### config.mk
export PLATFORM = sky130hd
export DESIGN_NAME = cpcf_sqrt
export DESIGN_NICKNAME = d
export VERILOG_FILES = /design/src/design/cpcf_pkg.sv /design/src/design/cpcf_sqrt.sv
export SDC_FILE = /design/constraint.sdc
export NUM_CORES = 2
export LEC_CHECK = 0
export BUFFER_PORTS_ARGS = -buffer_cell sky130_fd_sc_hd__buf_2
export CAP_MARGIN = 20
export CORE_UTILIZATION = 59
export DETAILED_ROUTE_END_ITERATION = 6
export PLACE_DENSITY = 0.76
export SLEW_MARGIN = 15
export SYNTH_ARGS = -nofsm -noshare
export SYNTH_HDL_FRONTEND = slang
export SYNTH_MEMORY_MAX_BITS = 65536
export SYNTH_SLANG_ARGS = --single-unit
### constraint.sdc
create_clock -name clk -period 7 [get_ports clk]
set_input_delay 1.05 -clock clk [delete_from_list [all_inputs] [get_ports clk]]
set_output_delay 1.05 -clock clk [all_outputs]
set_load 0.03 [all_outputs]
### src/design/cpcf_pkg.sv
// ----------------------------------------------------------------------------
// cpcf_pkg
// Shared widths, register codes and sideband types of the disc pair
// contact force pipeline.
// ----------------------------------------------------------------------------
package cpcf_pkg;

	localparam int W          = 32;        // value word width
	localparam int F          = 16;        // fraction bits
	localparam int RW         = W - 1;     // radius width
	localparam int SQRT_BITS  = 2 * W;     // radicand width
	localparam int SQRT_STAGES = W / 2;    // two root bits per stage
	localparam int DIR_BITS   = F + 1;     // unit normal magnitude, up to 1.0
	localparam int DIV_STAGES = (DIR_BITS + 1) / 2;

	// configuration register indexes
	localparam logic [0:0] REG_STIFFNESS = 1'b0;
	localparam logic [0:0] REG_DAMPING   = 1'b1;

	localparam logic [W-1:0] STIFFNESS_RST = W'(1) << F;
	localparam logic [W-1:0] DAMPING_RST   = '0;

	localparam logic signed [W-1:0] FORCE_MAX = {1'b0, {(W-1){1'b1}}};
	localparam logic signed [W-1:0] FORCE_MIN = {1'b1, {(W-1){1'b0}}};

	// geometry and velocity of one pair, carried beside the root and divide
	typedef struct packed {
		logic [W-1:0]        adx;
		logic [W-1:0]        ady;
		logic                sx;
		logic                sy;
		logic signed [W:0]   rvx;
		logic signed [W:0]   rvy;
		logic [W-1:0]        coll;
		logic                contact;
		logic                active;
	} pair_t;

	// what the force stages carry along
	typedef struct packed {
		logic [DIR_BITS-1:0] dirx;
		logic [DIR_BITS-1:0] diry;
		logic                sx;
		logic                sy;
		logic                contact;
		logic                active;
	} side_t;

endpackage

### src/design/cpcf_sqrt.sv
// ----------------------------------------------------------------------------
// cpcf_sqrt
// Pipelined integer square root, two result bits per stage.
// ----------------------------------------------------------------------------
module cpcf_sqrt (
	input  logic                            clk,
	input  logic                            arst_n,
	input  logic                            adv,
	input  logic                            in_v,
	input  cpcf_pkg::pair_t                 in_pair,
	input  logic [cpcf_pkg::SQRT_BITS-1:0]  sum,
	output logic                            out_v,
	output cpcf_pkg::pair_t                 out_pair,
	output logic [cpcf_pkg::W-1:0]          sep
);
	import cpcf_pkg::*;

	localparam int N = SQRT_STAGES;

	logic              v_s    [1:N];
	logic [W+1:0]      rem_s  [1:N];
	logic [W-1:0]      root_s [1:N];
	logic [2*W-1:0]    rad_s  [1:N];
	pair_t             pair_s [1:N];

	// one restoring root step: returns {remainder, root}
	function automatic logic [2*W+1:0] sq_step(logic [W+1:0] rem, logic [W-1:0] root,
		logic [1:0] bits);
		logic [W+3:0] r2;
		logic [W+3:0] t;
		r2 = {rem, bits};
		t  = {2'b00, root, 2'b01};
		if (r2 >= t)
			return {(W+2)'(r2 - t), root[W-2:0], 1'b1};
		else
			return {r2[W+1:0], root[W-2:0], 1'b0};
	endfunction

	for (genvar i = 0; i < N; i++) begin : g_st
		logic [W+1:0]   rin;
		logic [W-1:0]   qin;
		logic [2*W-1:0] din;
		pair_t          pin;
		logic           vin;
		logic [2*W+1:0] st1, st2;

		if (i == 0) begin : g_in
			assign rin = '0;
			assign qin = '0;
			assign din = sum;
			assign pin = in_pair;
			assign vin = in_v;
		end else begin : g_mid
			assign rin = rem_s[i];
			assign qin = root_s[i];
			assign din = rad_s[i];
			assign pin = pair_s[i];
			assign vin = v_s[i];
		end

		assign st1 = sq_step(rin, qin, din[2*W-1:2*W-2]);
		assign st2 = sq_step(st1[2*W+1:W], st1[W-1:0], din[2*W-3:2*W-4]);

		always_ff @(posedge clk or negedge arst_n) begin
			if (!arst_n)
				v_s[i+1] <= 1'b0;
			else if (adv)
				v_s[i+1] <= vin;
		end

		// advance remainder, partial root and the unused radicand bits
		always_ff @(posedge clk) begin
			if (adv) begin
				rem_s[i+1]  <= st2[2*W+1:W];
				root_s[i+1] <= st2[W-1:0];
				rad_s[i+1]  <= {din[2*W-5:0], 4'b0000};
				pair_s[i+1] <= pin;
			end
		end
	end

	assign out_v    = v_s[N];
	assign out_pair = pair_s[N];
	assign sep      = root_s[N];

endmodule

After elaboration in Yosys (flattened, before gate mapping):

Memories as Yosys holds them, arrays and structs flattened.
Index checks and enable logic that the tools add are counted.

* register bits: 16
* memory bits (writable): 4672
* input port bits: 234
* output and inout port bits: 199
* logic and storage cells: 118
* memories: 4

Memory list
* pair_s: depth 16, bits a word 166, rd ports 16, clocked after memory_dff 0, write ports 16, line cpcf_sqrt.sv:24 `pair_t pair_s [1:N];`
* rad_s: depth 16, bits a word 60, rd ports 15, clocked after memory_dff 0, write ports 16, line cpcf_sqrt.sv:23 `logic [2*W-1:0] rad_s [1:N];`
* rem_s: depth 16, bits a word 34, rd ports 15, clocked after memory_dff 0, write ports 16, line cpcf_sqrt.sv:21 `logic [W+1:0] rem_s [1:N];`
* root_s: depth 16, bits a word 32, rd ports 16, clocked after memory_dff 0, write ports 16, line cpcf_sqrt.sv:22 `logic [W-1:0] root_s [1:N];`

* $add $sub $neg: 32
* order comparisons: 32
* mux-type cells: 34

Operators by type and width (number)
* $mux W66: 32
* $ge A36 B34 Y1: 31
* $sub A34 B34 Y34: 31
* $sub A2 B1 Y3 const B: 1
* $ge A2 B1 Y1 const B: 1
* $mux W1: 2

Depth between registers and ports, before layout:

An unclocked memory read counts as a cell.

* depth after elaboration: 5
* gate-level depth with buffers: 30
* mapped depth without buffers: 27

Worst setup path before layout:

No wires, ideal clock.

* path type: register to register
* start: reg, netlist name rem_s[0][431]
* end: reg, netlist name rem_s[0][471]
* setup time: 0.266 ns
* data arrival time: 6.143 ns
* path slack: 0.591 ns
* stages on the path, launching flop included: 24
* path buffers: 6
* clock period less this slack: 6.409 ns
* path through: edfxtp_1 > ha_1 > buf_2 > nand4_1 > or4_4 > or4_1 > o21ai_2 > or2_1 > buf_2 > clkbuf_1 > buf_1 > a21oi_1 > ha_1 > clkbuf_1 > nand4_1 > or4_1 > nor4_1 > nand3_1 > or4b_2 > o41ai_1 > nor4_4 > buf_4 > nor3_1 > xnor2_1

==> impl_metrics.tcl <==
set metrics [dict create \
    fin_crit_sh_pct 99.3 \
    ir_drop_uv 505 \
    synth_edf_count 3893 \
    drc 0 \
    boundaryPins 433 \
    status "finished clean" \
    path_max_fanout 37 \
    design.die.area_mm2 0.277 \
    cts_max_path_buffers 4 \
    period_needed_ps 6950 \
    synth_ff_type "edfxtp_1" \
    powerDensity_mw_per_mm2 371 \
    nFillCells 18200 \
    instances_no_fill 15500 \
    detailedPlace.worstSlack_ps -276 \
    finClkSkew_ps 75.3 \
    yosysWarnings 0 \
    clock_sinks 3909 \
    synth_top_cell_by_area "edfxtp_1" \
    core_area_mm2 0.274 \
    layout_commonest_cell "edfxtp_1" \
    first_pass_iters 7 \
    setup_ws_ps 45.7 \
    portBuffers 432 \
    seq_area_mm2 0.117 \
    seq_area_frac_synth_pct 72.3 \
    crit_required_ps 7570 \
    grt_pass1_vias 92800 \
    post_route_cells_drive_above_1_share_pct 12.1 \
    area_growth_pct 12.4 \
    syn_area_per_cell_um2 15.0 \
    layout_common_cells "edfxtp_1 (3893), nor2_1 (655), a21oi_1 (653)" \
    power_mw 67.6 \
    start_util_pct 59.3 \
    grt_max_degree 210 \
    antenna_left 0 \
    die_w_um 527 \
    slew_headroom_pct 17.1 \
    critPathArrivalTime_ps 7530 \
    grt_pass1_wl_mm 565 \
    multi_input_area_mm2 0.0423 \
    drt-total-wl_mm 379 \
    vias 93200 \
    wl_per_cell_um 24.4 \
    cts_buffers 373 \
    clk_latency_ps 970 \
    drtIter0Drc 9176 \
    setup.worst_path.class "flop to flop" \
    rsz0062_at_grt "no" \
    viasPerCell 6.01 \
    ys_types 115 \
    synth_top_area_share_pct 72.0 \
    setup_violations 0 \
    setup_tns_ps 0 \
    postPlaceCellArea_mm2 0.170 \
    postLayoutCoreUtil_pct 66.7 \
    start_kind "flop" \
    slew_viol_final 0 \
    stdcell_area_mm2 0.182 \
    worst_pin_slew_ps 1240 \
    dp_hpwl_mm 240 \
    rrSetupSlack_ps 50 \
    max_cap_viol_count 0 \
    p_leak_nw 67.1 \
    row_count 192 \
    antenna_found_initial 32 \
    gp_congestion 0.960 \
    synth-seq-cells 3909 \
    grt_overflow 0 \
    nNetsFinal 12400 \
    cts_tree "done" \
    die_h_um 527 \
    synthTopCellsByArea "edfxtp_1 (72%), ha_1 (4.3%), xnor2_1 (2.7%)" \
    cts_root_buffer "clkbuf_16" \
    dp.cells 14800 \
    hp-class "primary input to flop" \
    fmax_ghz 0.144 \
    synth-async-reset-ratio_pct 0.409 \
    finalHoldViolCount 0 \
    holdWs_ps 261 \
    netlist_area_mm2 0.162 \
    clk_pin_slew_ps 70 \
    cts.htree.levels 5 \
    grt_usage_pct 26.8 \
    worst_setup_path_end_kind "flop" \
    synthCells 10800 \
]
-- power by group --
group | internal [mW] | total, mW | switching [mW]
logic | 6.63 | 16.8 | 10.2
registers | 28.6 | 30.1 | 1.48
clock network | 11.5 | 20.7 | 9.24
-- layout make-up --
class	count	area share (%)
flip-flops and latches	3909	64.3
well taps	3589	2.46
clock buffers	441	5.26
multi-input cells	6196	23.2
clock inverters	242	1.58
inverters	506	1.04
diodes	11	0.0151
repair buffers	619	2.12
-- final timing paths --
check,cells past startpoint,to,startpoint
max in group asynchronous,2,g_st[11].vin,arst_n
min in group asynchronous,2,g_st[3].vin,arst_n
worst max register to register,20,rem_s[0][313],root_s[2][3]
worst min-delay path,1,rad_s[0][72],sum[12]
worst max-delay path,20,rem_s[0][313],root_s[2][3]
worst min register to register,0,pair_s[0][1646],pair_s[0][1480]
-- state kept, by name (all words and copies together), names as in the netlist --
register  cells
rem_s       485
root_s      272
rad_s       480
pair_s     2656
g_st.vin     15
out_v         1
-- layer usage --
layer	track usage, %	vias up	wire length, µm
met1	35.2	45600	153000
met2	46.2	3820	188000
met5	0	-	61
met4	9.24	10	14300
met3	3.36	910	22900
li1	-	42900	-
-- timing repair --
action	in CTS	in global routing
gates resized for setup	2	22
hold buffers	1	0
setup endpoints to repair	1	46
setup buffers	0	4
pin swaps	0	1
hold endpoints to repair	2	0
-- worst max-delay path: stages, from the launching register on --
cell and delay (ps):
edfxtp_1 510, inv_1 140, ha_1 380, a21o_1 230, or3_1 340, o22ai_1 480
o211a_1 300, nand2_1 90, buf_4 290, a21oi_1 350, ha_1 420, a21oi_1 240
o22ai_1 130, o21a_1 190, nor2_1 90, nand3_1 210, o211ai_1 400, nand4_1 360
nor4_4 560, buf_4 510, o21ai_0 390
-- cell families after synthesis --
group	after synthesis	share of synthesized area [%]
mux	153	1.07
xor+xnor	765	4.13
buf+inv	726	1.74
fa+ha+maj	557	4.29
simple gates	2592	8.09
other cells	1	0.00231
compound gates	2127	8.42
flops	3909	72.3
-- synth_stat cells (all sizes together) (20+ instances only) --
| cell type | instances |
|---|---|
| and4 | 27 |
| buf | 57 |
| nor4 | 120 |
| o21bai | 73 |
| and2 | 55 |
| a21boi | 25 |
| nor3 | 199 |
| o21a | 94 |
| mux2 | 131 |
| nor4b | 21 |
| xnor2 | 503 |
| a2111oi | 24 |
| o21ai | 433 |
| xor2 | 262 |
| a31o | 20 |
| nand2 | 625 |
| o31ai | 71 |
| o31a | 30 |
| a21o | 279 |
| inv | 503 |
| or2 | 62 |
| mux2i | 22 |
| nor2b | 83 |
| nor3b | 33 |
| a211oi | 63 |
| a21oi | 654 |
| nand3 | 194 |
| edfxtp | 3893 |
| a31oi | 66 |
| nand4 | 141 |
| clkbuf | 163 |
| nor2 | 656 |
| ha | 557 |
| or3 | 78 |
| nand2b | 108 |
| o211ai | 65 |
| or4 | 45 |
| and3 | 70 |
(Power assumes the default switching activity.)
