[src/design/cpcf_pkg.sv]
// ----------------------------------------------------------------------------
// cpcf_pkg
// Shared widths, register codes and sideband types of the disc pair
// contact force pipeline.
// ----------------------------------------------------------------------------
package cpcf_pkg;

	localparam int W          = 32;        // value word width
	localparam int F          = 16;        // fraction bits
	localparam int RW         = W - 1;     // radius width
	localparam int SQRT_BITS  = 2 * W;     // radicand width
	localparam int SQRT_STAGES = W / 2;    // two root bits per stage
	localparam int DIR_BITS   = F + 1;     // unit normal magnitude, up to 1.0
	localparam int DIV_STAGES = (DIR_BITS + 1) / 2;

	// configuration register indexes
	localparam logic [0:0] REG_STIFFNESS = 1'b0;
	localparam logic [0:0] REG_DAMPING   = 1'b1;

	localparam logic [W-1:0] STIFFNESS_RST = W'(1) << F;
	localparam logic [W-1:0] DAMPING_RST   = '0;

	localparam logic signed [W-1:0] FORCE_MAX = {1'b0, {(W-1){1'b1}}};
	localparam logic signed [W-1:0] FORCE_MIN = {1'b1, {(W-1){1'b0}}};

	// geometry and velocity of one pair, carried beside the root and divide
	typedef struct packed {
		logic [W-1:0]        adx;
		logic [W-1:0]        ady;
		logic                sx;
		logic                sy;
		logic signed [W:0]   rvx;
		logic signed [W:0]   rvy;
		logic [W-1:0]        coll;
		logic                contact;
		logic                active;
	} pair_t;

	// what the force stages carry along
	typedef struct packed {
		logic [DIR_BITS-1:0] dirx;
		logic [DIR_BITS-1:0] diry;
		logic                sx;
		logic                sy;
		logic                contact;
		logic                active;
	} side_t;

endpackage

[src/design/cpcf_div.sv]
// ----------------------------------------------------------------------------
// cpcf_div
// Two pipelined restoring dividers forming the unit normal |d| / dist,
// two quotient bits per stage.
// ----------------------------------------------------------------------------
module cpcf_div (
	input  logic                            clk,
	input  logic                            arst_n,
	input  logic                            adv,
	input  logic                            in_v,
	input  cpcf_pkg::pair_t                 in_pair,
	input  logic [cpcf_pkg::W-1:0]          in_dist,
	output logic                            out_v,
	output cpcf_pkg::pair_t                 out_pair,
	output logic [cpcf_pkg::W-1:0]          out_dist,
	output logic [cpcf_pkg::DIR_BITS-1:0]   dirx,
	output logic [cpcf_pkg::DIR_BITS-1:0]   diry
);
	import cpcf_pkg::*;

	localparam int N = DIV_STAGES;
	localparam int Q = DIR_BITS;

	logic          v_s    [1:N];
	logic [W-1:0]  rx_s   [1:N];
	logic [W-1:0]  ry_s   [1:N];
	logic [Q-1:0]  qx_s   [1:N];
	logic [Q-1:0]  qy_s   [1:N];
	logic [W-1:0]  d_s    [1:N];
	pair_t         pair_s [1:N];

	// one restoring divide step: returns {remainder, quotient}
	function automatic logic [W+Q-1:0] dv_step(logic [W-1:0] rem, logic [Q-1:0] q,
		logic [W-1:0] d, logic b);
		logic [W:0] r2;
		r2 = {rem, b};
		if (r2 >= {1'b0, d})
			return {W'(r2 - {1'b0, d}), q[Q-2:0], 1'b1};
		else
			return {r2[W-1:0], q[Q-2:0], 1'b0};
	endfunction

	for (genvar i = 0; i < N; i++) begin : g_st
		logic [W-1:0]   rxi, ryi, di;
		logic [Q-1:0]   qxi, qyi;
		pair_t          pin;
		logic           vin, bx, by;
		logic [W+Q-1:0] x1, y1, x2, y2;

		// the numerator is |d| << F: its low bit of |d| enters on the first step
		if (i == 0) begin : g_in
			assign rxi = {1'b0, in_pair.adx[W-1:1]};
			assign ryi = {1'b0, in_pair.ady[W-1:1]};
			assign qxi = '0;
			assign qyi = '0;
			assign di  = in_dist;
			assign pin = in_pair;
			assign vin = in_v;
			assign bx  = in_pair.adx[0];
			assign by  = in_pair.ady[0];
		end else begin : g_mid
			assign rxi = rx_s[i];
			assign ryi = ry_s[i];
			assign qxi = qx_s[i];
			assign qyi = qy_s[i];
			assign di  = d_s[i];
			assign pin = pair_s[i];
			assign vin = v_s[i];
			assign bx  = 1'b0;
			assign by  = 1'b0;
		end

		assign x1 = dv_step(rxi, qxi, di, bx);
		assign y1 = dv_step(ryi, qyi, di, by);
		// the last stage has one step left when the quotient width is odd
		assign x2 = (2 * i + 1 < Q) ? dv_step(x1[W+Q-1:Q], x1[Q-1:0], di, 1'b0) : x1;
		assign y2 = (2 * i + 1 < Q) ? dv_step(y1[W+Q-1:Q], y1[Q-1:0], di, 1'b0) : y1;

		always_ff @(posedge clk or negedge arst_n) begin
			if (!arst_n)
				v_s[i+1] <= 1'b0;
			else if (adv)
				v_s[i+1] <= vin;
		end

		always_ff @(posedge clk) begin
			if (adv) begin
				rx_s[i+1]   <= x2[W+Q-1:Q];
				qx_s[i+1]   <= x2[Q-1:0];
				ry_s[i+1]   <= y2[W+Q-1:Q];
				qy_s[i+1]   <= y2[Q-1:0];
				d_s[i+1]    <= di;
				pair_s[i+1] <= pin;
			end
		end
	end

	assign out_v    = v_s[N];
	assign out_pair = pair_s[N];
	assign out_dist = d_s[N];
	assign dirx     = qx_s[N];
	assign diry     = qy_s[N];

endmodule

[config.mk]
export PLATFORM = sky130hd
export DESIGN_NAME = cpcf_div
export DESIGN_NICKNAME = d
export VERILOG_FILES = /design/src/design/cpcf_pkg.sv /design/src/design/cpcf_div.sv
export SDC_FILE = /design/constraint.sdc
export NUM_CORES = 2
export LEC_CHECK = 0
export BUFFER_PORTS_ARGS = -buffer_cell sky130_fd_sc_hd__buf_2
export CAP_MARGIN = 10
export CORE_MARGIN = 4
export CORE_UTILIZATION = 51
export DETAILED_ROUTE_END_ITERATION = 8
export PLACE_DENSITY = 0.68
export SETUP_SLACK_MARGIN = 0.2
export SLEW_MARGIN = 10
export SYNTH_ARGS = -nofsm -noshare
export SYNTH_HDL_FRONTEND = slang
export SYNTH_SLANG_ARGS = --single-unit
[constraint.sdc]
create_clock -name clk -period 7.47 [get_ports clk]
set_input_delay 0 -clock clk [delete_from_list [all_inputs] [get_ports clk]]
set_output_delay 0 -clock clk [all_outputs]
set_load 0.05 [all_outputs]
# ---- After elaboration in Yosys (flattened, before gate mapping)
# Memories as Yosys holds them, arrays and structs flattened.
# Index checks and enable logic that the tools add are counted.
dict set report op_classes {
  n_addsub 34
  muxes 36
  magnitude_cmp 34
}
# cell n
set ops {}
lappend ops {{two-way mux 49 bit} 34}
lappend ops {{subtractor 32 bit} 34}
lappend ops {{greater-or-equal comparator 33 x 32 -> 1 bit} 32}
lappend ops {{greater-or-equal comparator 32 bit} 2}
lappend ops {{two-way mux 1 bit} 2}
dict set report word_totals {
  word_cells 119
  n_memories 6
  inputBits 202
  ram_bits 2664
  out_inout_bits 233
  ff_bits 9
}
# memory words width rd rd_clocked_by_memory_dff wr line
set memory_table {}
lappend memory_table {pair_s 9 166 9 0 9 cpcf_div.sv:30} ;# pair_t pair_s [1:N];
lappend memory_table {d_s 9 32 9 0 9 cpcf_div.sv:29} ;# logic [W-1:0] d_s [1:N];
lappend memory_table {rx_s 9 32 8 0 9 cpcf_div.sv:25} ;# logic [W-1:0] rx_s [1:N];
lappend memory_table {ry_s 9 32 8 0 9 cpcf_div.sv:26} ;# logic [W-1:0] ry_s [1:N];
lappend memory_table {qx_s 9 17 9 0 9 cpcf_div.sv:27} ;# logic [Q-1:0] qx_s [1:N];
lappend memory_table {qy_s 9 17 9 0 9 cpcf_div.sv:28} ;# logic [Q-1:0] qy_s [1:N];

# ---- Logic depth before layout (Yosys ltp)
# An unclocked memory read counts as a cell.
dict set report depth {
  word_depth 5
  mapped_depth 30
  ltp_nobuf 26
}

# ---- Worst setup path before layout
# OpenSTA, ideal clock, no wires.
dict set report synth_timing {
  path_type {flip-flop to flip-flop}
  start {reg d_s[0][129] (netlist name)}
  end {reg ry_s[0][188] (netlist name)}
  path_buffers 3
  setup_ns 0.260
  path_stages_with_launch 27
  arrival_ns 6.166
  required_ns 7.210
  setup_slack_ns 1.044
  cell_sequence {edfxtp_1 -> inv_1 -> ha_1 -> nor2b_1 -> o31a_1 -> o211ai_1 -> nand3_1 -> o21ai_0 -> o21ai_1 -> a221oi_1 -> o21a_1 -> buf_2 -> clkbuf_1 -> nand2_1 -> o31ai_1 -> ha_1 -> or2_2 -> o211ai_1 -> nand3_1 -> a221o_1 -> a221o_1 -> a31o_2 -> a211oi_2 -> o21ai_1 -> a211oi_4 -> buf_6 -> mux2_2}
}

==> impl_metrics.json <==
{
  "status": "complete, no violations",
  "layout.nets": 14300,
  "grt_usage_pct": 29.4,
  "die_h_um": 527,
  "synth_cells": 11400,
  "rsz0062_at_grt": "true",
  "synth_cell_type_count": 103,
  "seqCellArea_um2": 74500,
  "synth_top_family_by_area": "compound AO/OA/AOI/OAI gates",
  "clkTransAtPathRegs_ps": 70,
  "synthArstFlopShare_pct": 0.363,
  "yosysWarnings": 0,
  "grt_max_degree": 196,
  "r2r_end": "rx_s[0][249]",
  "io_buffer_count": 434,
  "multi_input_area_um2": 60000,
  "fp.dieArea_um2": 278000,
  "cts-buffers-inserted": 266,
  "path_max_fanout": 13,
  "met3_length_um": 25200,
  "fmax_mhz": 142,
  "min_period_ps": 7040,
  "hold_viol": 0,
  "synth_xor_area_share_pct": 5.54,
  "nFillCells": 21100,
  "arrival_ps": 7620,
  "cts_max_level": 5,
  "start_util_pct": 51.2,
  "gp_congestion": 0.969,
  "dp_slack_ps": 159,
  "tightest_slew_ps": 1140,
  "r2r_slack_ps": 430,
  "reg2reg_depth": 24,
  "postRouteAntennaNets": 0,
  "muxShareOfSynthArea_pct": 5.34,
  "drc": 0,
  "drt_iter0_markers": 8404,
  "top_layer": "met5",
  "grt_pass1_wl_um": 616000,
  "path_class": "reg -> reg",
  "clock-sinks": 2481,
  "end_kind": "flip-flop",
  "worstReg2RegStart": "rx_s[0][193]",
  "synth.most_common_cell": "edfxtp_1",
  "wl_per_cell_um": 25.0,
  "seq_area_frac_synth_pct": 54.2,
  "hp-class": "in -> async",
  "drive_gt1_share_pct": 17.3,
  "tns_ps": 0,
  "synth_flop_cell": "edfxtp_1",
  "synthSimpleGateAreaFrac_pct": 8.36,
  "max_slew_margin_pct": 23.8,
  "num_vias": 98300,
  "synth.top_cell.area_share_pct": 54.0,
  "start_kind": "flip-flop",
  "die_x_um": 527,
  "wl_met1_um": 175000,
  "hpwl_um": 321000,
  "cap_violations": 0,
  "wl_met2_um": 198000,
  "fin_crit_sh_pct": 94.2,
  "grt_pass1_vias": 98100,
  "synth_fp_nets": 12600,
  "rows": 190,
  "boundaryPins": 435,
  "cp_data_required_time_ps": 8050,
  "synth_edf_count": 2472,
  "cts_tree": "done",
  "antenna_found_initial": 31,
  "overflow": 0,
  "synthToLayoutAreaGrowth_pct": 17.7,
  "synth_area_um2": 137000,
  "syn_area_per_cell_um2": 12.1,
  "core_area_um2": 268000,
  "synthAdderAreaFrac_pct": 10.0,
  "dpl_cell_area_um2": 149000,
  "firstDrtPassIters": 6,
  "via_per_inst": 5.88,
  "synth_top_area_cell": "edfxtp_1",
  "skew_ps": 99.8,
  "clockRootBuffer": "clkbuf_16",
  "drt-total-wl_um": 419000,
  "synth_compound_area_share_pct": 14.3,
  "setup_viol_count_final": 0,
  "report.final.slew_viol_count": 0,
  "synth-seq-cells": 2481,
  "clkLatencyLatePin_ps": 920,
  "cts_buffer_depth": 4,
  "synth.top_cells.by_count": "edfxtp_1, ha_1, a21oi_1",
  "synth_area_leaders": "edfxtp_1, ha_1, mux2_2",
  "fin_ws_ps": 430,
  "fin_area_um2": 162000
}
worst max-delay path: stages (launching register included):
cell and delay [ps]:
edfxtp_1 420, ha_1 420, o21a_1 160, o31a_1 220, o41a_1 220, o21ai_0 110
buf_4 160, a21oi_1 370, o221ai_1 220, a211o_1 350, o21ai_4 450, mux2_2 430
ha_1 330, buf_4 140, nand4_1 380, a21oi_1 410, o21ai_1 210, nand4b_1 120
and2_1 300, a311o_1 240, a41oi_1 120, buf_4 170, o221ai_4 200, buf_4 210
mux2_2 350
worst max path at each step:
| stage | start | to | slack [ps] | cells past startpoint |
|---|---|---|---|---|
| floorplan | d_s[0][129] | ry_s[0][188] | 1040 | 26 |
| global placement | d_s[0][130] | rx_s[0][161] | 190 | 28 |
| detailed placement | d_s[0][131] | rx_s[0][184] | 160 | 25 |
| CTS | d_s[0][104] | rx_s[0][158] | 240 | 24 |
| global route | d_s[0][132] | rx_s[0][184] | 180 | 26 |
| finish | rx_s[0][193] | rx_s[0][249] | 430 | 24 |
placed cells by master (no fill, tap or decap), drive strengths merged, types with 194 or more instances in the layout:
master | synthesis | layout
a21o | 467 | 467
a21oi | 994 | 994
buf | 111 | 1167
clkbuf | 116 | 314
dlygate4sd3 | 0 | 400
edfxtp | 2472 | 2472
ha | 1072 | 1072
inv | 540 | 552
mux2 | 633 | 633
nand2 | 693 | 693
nand3 | 194 | 194
nor2 | 622 | 622
o21ai | 661 | 661
xnor2 | 609 | 609
xor2 | 261 | 261
metrics by stage:
stage | utilization (%) | hold WS [ps] | std cells
6_report | 60.3 | 100 | 16700
3_5_place_dp | 55.5 | -143 | 15800
4_1_cts | 60.3 | 19.5 | 16700
2_1_floorplan | - | -296 | 11400
3_3_place_gp | 55.5 | -148 | 15800
5_1_grt | 60.3 | 49.6 | 16700
final cells by class:
| type | instances | area share [%] |
|---|---|---|
| well taps | 3552 | 2.75 |
| flip-flops and latches | 2481 | 46.0 |
| inverters | 540 | 1.26 |
| clock buffers | 314 | 4.25 |
| diodes | 18 | 0.0278 |
| multi-input cells | 8103 | 37.1 |
| clock inverters | 153 | 1.10 |
| repair buffers | 1567 | 7.49 |
cell families (layout without fill, tap and decap cells):
group                      Yosys count  count (layout)
other                                0              18
AOI/OAI and AO/OA                 3096            3096
buffers and inverters              767            2574
and+or+nand+nor                   2394            2394
xor gates and xnor gates           870             870
adders and majority gates         1090            1090
muxes                              653             653
DFF                               2481            2481
sequential cells by signal (all words and copies together) (netlist names):
register	flops
pair_s	1494
d_s	288
rx_s	256
ry_s	256
qx_s	89
qy_s	89
g_st.vin	8
out_v	1
timing repair:
item	4_1_cts	5_1_grt
hold buffers	400	0
setup endpoints to repair	37	219
hold endpoints to repair	451	0
gates resized for setup	3	29
buffers inserted	0	11
pin swaps	0	6
per-layer routing:
layer  vias to the layer above  global-route usage [%]
met5                         -                       0
met4                         8                    12.5
met3                       733                    4.32
met2                      3235                    49.1
met1                     47900                    38.4
li1                      46500                       -
Power is left out: the tool's default activity adds up to more than one toggle a clock period on the data nets, which glitch-free logic cannot reach.
